$ cat config.mk
export PLATFORM = sky130hd
export DESIGN_NAME = slru_probe
export DESIGN_NICKNAME = d
export VERILOG_FILES = /design/src/sv/slru_pkg.sv /design/src/sv/slru_probe.sv
export SDC_FILE = /design/constraint.sdc
export NUM_CORES = 1
export LEC_CHECK = 0
export BUFFER_PORTS_ARGS = -buffer_cell sky130_fd_sc_hd__buf_2
export CAP_MARGIN = 20
export CORE_AREA = 4 4 223 225
export DETAILED_ROUTE_END_ITERATION = 16
export DIE_AREA = 0 0 227 229
export GPL_TIMING_DRIVEN = 0
export PLACE_DENSITY_LB_ADDON = 0.3
export SLEW_MARGIN = 20
export SYNTH_ARGS = -nofsm -noshare
export SYNTH_HDL_FRONTEND = slang
export SYNTH_SLANG_ARGS = --single-unit
$ cat constraint.sdc
create_clock -name vclk -period 24.1
set_input_delay 4.82 -clock vclk [all_inputs]
set_output_delay 4.82 -clock vclk [all_outputs]
set_load 0.01 [all_outputs]
$ cat src/sv/slru_pkg.sv
package slru_pkg;

   // Fixed field widths of the channels and the configuration port.
   localparam int ADDR_W    = 32;
   localparam int MODE_W    = 2;
   localparam int OUTCOME_W = 2;
   localparam int COUNT_W   = 32;
   localparam int STAMP_W   = 32;
   localparam int CFG_W     = 5;
   localparam int CSR_IDX_W = 2;

   // Wide enough for a way number at the largest supported associativity.
   localparam int WAY_IDX_W = 4;

   // Register indexes of the configuration port.
   localparam logic [CSR_IDX_W-1:0] CSR_SET_BITS    = 2'd0;
   localparam logic [CSR_IDX_W-1:0] CSR_OFFSET_BITS = 2'd1;
   localparam logic [CSR_IDX_W-1:0] CSR_WAYS        = 2'd2;

   typedef enum logic [MODE_W-1:0] {
      MODE_LOAD   = 2'd0,
      MODE_STORE  = 2'd1,
      MODE_MODIFY = 2'd2,
      MODE_FETCH  = 2'd3
   } mode_type;

   typedef enum logic [OUTCOME_W-1:0] {
      OUT_HIT   = 2'd0,
      OUT_FILL  = 2'd1,
      OUT_EVICT = 2'd2
   } outcome_type;

   typedef enum logic {
      S_IDLE,
      S_LOOKUP
   } state_type;

   typedef logic [WAY_IDX_W-1:0] way_type;

   // What a search of one set finds.
   typedef struct packed {
      logic    hit;
      logic    free;
      way_type hit_way;
      way_type free_way;
      way_type victim_way;
   } probe_type;

endpackage

$ cat src/sv/slru_probe.sv
module slru_probe import slru_pkg::*; #(
   parameter int WAYS  = 8,
   parameter int TAG_W = 32
) (
   input  logic [WAYS-1:0]              in_use,
   input  logic [WAYS-1:0]              valid,
   input  logic [WAYS-1:0][TAG_W-1:0]   tags,
   input  logic [WAYS-1:0][STAMP_W-1:0] stamps,
   input  logic [TAG_W-1:0]             tag,
   output probe_type                    probe
);

   localparam int LVL = (WAYS > 1) ? $clog2(WAYS) : 0;
   localparam int P   = 1 << LVL;

   logic [STAMP_W:0] leaf_key [P];
   logic [STAMP_W:0] node_key [1:2*P-1];
   way_type          node_idx [1:2*P-1];

   // Leaf keys: ways out of use carry a set top bit so they never win.
   for (genvar i = 0; i < P; i++) begin : g_leaf
      if (i < WAYS) begin : g_real
         assign leaf_key[i] = {!in_use[i], stamps[i]};
      end else begin : g_pad
         assign leaf_key[i] = {(STAMP_W + 1){1'b1}};
      end
   end

   // Minimum tree over the stamps; the left (lower) way wins a tie.
   always_comb begin
      for (int i = 0; i < P; i++) begin
         node_key[P + i] = leaf_key[i];
         node_idx[P + i] = WAY_IDX_W'(i);
      end
      for (int n = P - 1; n >= 1; n--) begin
         if (node_key[2*n + 1] < node_key[2*n]) begin
            node_key[n] = node_key[2*n + 1];
            node_idx[n] = node_idx[2*n + 1];
         end else begin
            node_key[n] = node_key[2*n];
            node_idx[n] = node_idx[2*n];
         end
      end
   end

   // Lowest matching way and lowest free way among the ways in use.
   always_comb begin
      probe = '0;
      for (int w = WAYS - 1; w >= 0; w--) begin
         if (in_use[w] && valid[w] && (tags[w] == tag)) begin
            probe.hit     = 1'b1;
            probe.hit_way = WAY_IDX_W'(w);
         end
         if (in_use[w] && !valid[w]) begin
            probe.free     = 1'b1;
            probe.free_way = WAY_IDX_W'(w);
         end
      end
      probe.victim_way = node_idx[1];
   end

endmodule

==> reports/results.txt <==
Final GP Congestion = 0.9525
Leading area contributor after synthesis = ha_1
# clk buffers = 0
Status = finished clean
CP startpoint kind = input port
Worst-Margin Slew = 1.129 ns
DR WL/cell = 23.72 µm
Max FO, Critical Path = 10
Period utilization = 75.66%
Overall Power = 0.4524 mW
Slowest stage delay, CP = 0.53 ns
Remaining DRCs = 0
Top Ports = 574
Netlist cell types = 66
Final slew viol count = 0
Hold Path Class = in2out
Rel. slew slack = 24.75%
Maximum clock rate = 54.84 MHz
Avg Inst Size Synth = 7.492 µm²
Number of nets in the layout = 2,792
Unrepaired setup endpoints after global routing = no
First-pass GRT wire length = 85,840 µm
Crit end category = output pin
Number of routed nets with antenna violations = 0
Ys Warns = 0
Hold Path Stages = 6
Final min period = 18.23 ns
Seq_cells = 0
Seq/Total Area, Yosys = 0%
PortBufs = 539
DIE WIDTH = 227 µm
Worst EP arrival = 13.41 ns
Power Density = 31.18 nW/µm²
Commonest cells post-synth = ha_1 (224), inv_1 (174), xor2_1 (133), xnor2_1 (117), a21oi_1 (102)
Top-count cell post-synth = ha_1
LEAKAGE = 7.726 nW
First-pass DRT Iterations = 5
Core Rows = 80
Post-Syn Area = 10,970 µm²
Tot GR Track Use = 22.44%
Post-cts resize count = 0
Setup bufs post-CTS = 0
Finish-stage setup viols = 0
DRT Wirelength = 62,580 µm
Endpoints failing hold = 0
Detailed placer's ending HPWL = 57,430 µm
Vias after detailed routing = 13,119
VDD IR max = 0.01364 mV
Max-Cap Viols = 0
Vias in the first global route = 13,458
Final global-route overflow total = 0
Share of the synthesized area in the top cell type = 25.55%
Crit-path slowest cell = a221oi_1
Worst EP required = 19.28 ns
Vert. Die Dim = 229 µm
Initial Utilization = 23.07%
Cell mode on critical path = ha_1
Vias per cell = 4.971
WS Path Type = in2out
Initial antenna violation count = 29
Register area = 0 µm²
1st-iter DRT viols = 606
Share of cells above drive strength 1 = 30.36%
Synth-to-Final Area Change = 32.27%
Die ar. = 51,980 µm²
Core box area = 47,550 µm²
Syn Inst Count = 1,464
Post-route setup TNS = 0 ns
Hold_buf cts = 0
Largest net degree at the start of global routing = 11
Top post-synthesis cells by area = ha_1 (26%), xor2_1 (11%), xnor2_1 (9.3%)
## layout make-up
type | count | area (µm²)
Antenna cell | 18 | 45.04
Buffer | 62 | 314.1
Timing Repair Buffer | 540 | 2705
Fill cell | 5197 | 33040
Inverter | 174 | 653.1
Tap cell | 615 | 769.5
Multi-Input combinational cell | 1230 | 10020
## power breakdown
group,internal [mW],leakage (nW),total (mW),switching [mW]
logic,0.196,7.73,0.452,0.256
registers,0,0,0,0
clock network,0.000000101,0.000114,0.000000101,0
total,0.196,7.73,0.452,0.256
## per-stage QoR
step | instance area, µm² | util (%) | worst slack (ns) | hold WS, ns | cells
3_3_place_gp | 14440 | 30.38 | 5.685 | 10.14 | 2620
3_5_place_dp | 14460 | 30.42 | 5.664 | 10.14 | 2621
6_report | 14510 | 30.51 | 5.867 | 10.15 | 2639
5_1_grt | 14490 | 30.47 | 5.224 | 10.21 | 2631
2_1_floorplan | 10980 | - | 8.332 | 9.828 | 1466
4_1_cts | 14460 | 30.42 | 5.629 | 10.14 | 2621
## worst paths after layout
path	start	to	slack, ns
worst max-delay path	in_use[7]	probe[0]	5.87
worst min-delay path	tags[13]	probe[8]	10.15
## logic make-up (layout without fill, tap and decap cells)
family	Yosys count	count (layout)	synth area share [%]
AO/OA/AOI/OAI	268	268	15.30
XOR/XNOR	250	250	19.96
AND/OR/NAND/NOR	350	350	16.87
multiplexers	135	135	13.46
adder cells (fa/ha/maj)	224	224	25.55
other	1	21	0.03419
buffers and inverters	236	776	8.818
## critical path: cells and delay by family
kind                       cells  cell delay [ns]
buffers and inverters          6             1.73
adders and majority gates      3             0.99
and+or+nand+nor                9             1.91
AOI/OAI and AO/OA             13             3.64
muxes                          1             0.30
## per-layer routing
metal	up-vias	GRT usage, %	part of all wire, %
met5	-	0	0.12
met4	10	9.172	4.9
met3	115	2.830	6.0
met2	544	43.14	52
met1	6123	24.48	37
li1	6327	-	-
## placed cells by master (no fill, tap or decap), drive strengths merged, types with 4 or more instances in the layout
cell type and n:
a21o 23, a21oi 103, o221ai 4, o2111ai 4, ha 224, nor2 63
xor2 133, a221oi 10, a211oi 12, nand2 81, clkbuf 40, nand4 71
mux2 34, xnor2 117, nor4 41, mux2i 101, nor3 14, and2 7
or4 7, nand2b 8, diode 18, buf 562, nand3 26, a31oi 6
and4 15, o21a 5, o211ai 10, inv 174, nor2b 5, o21ai 66
No activity file was read; power rests on OpenSTA's default activity.
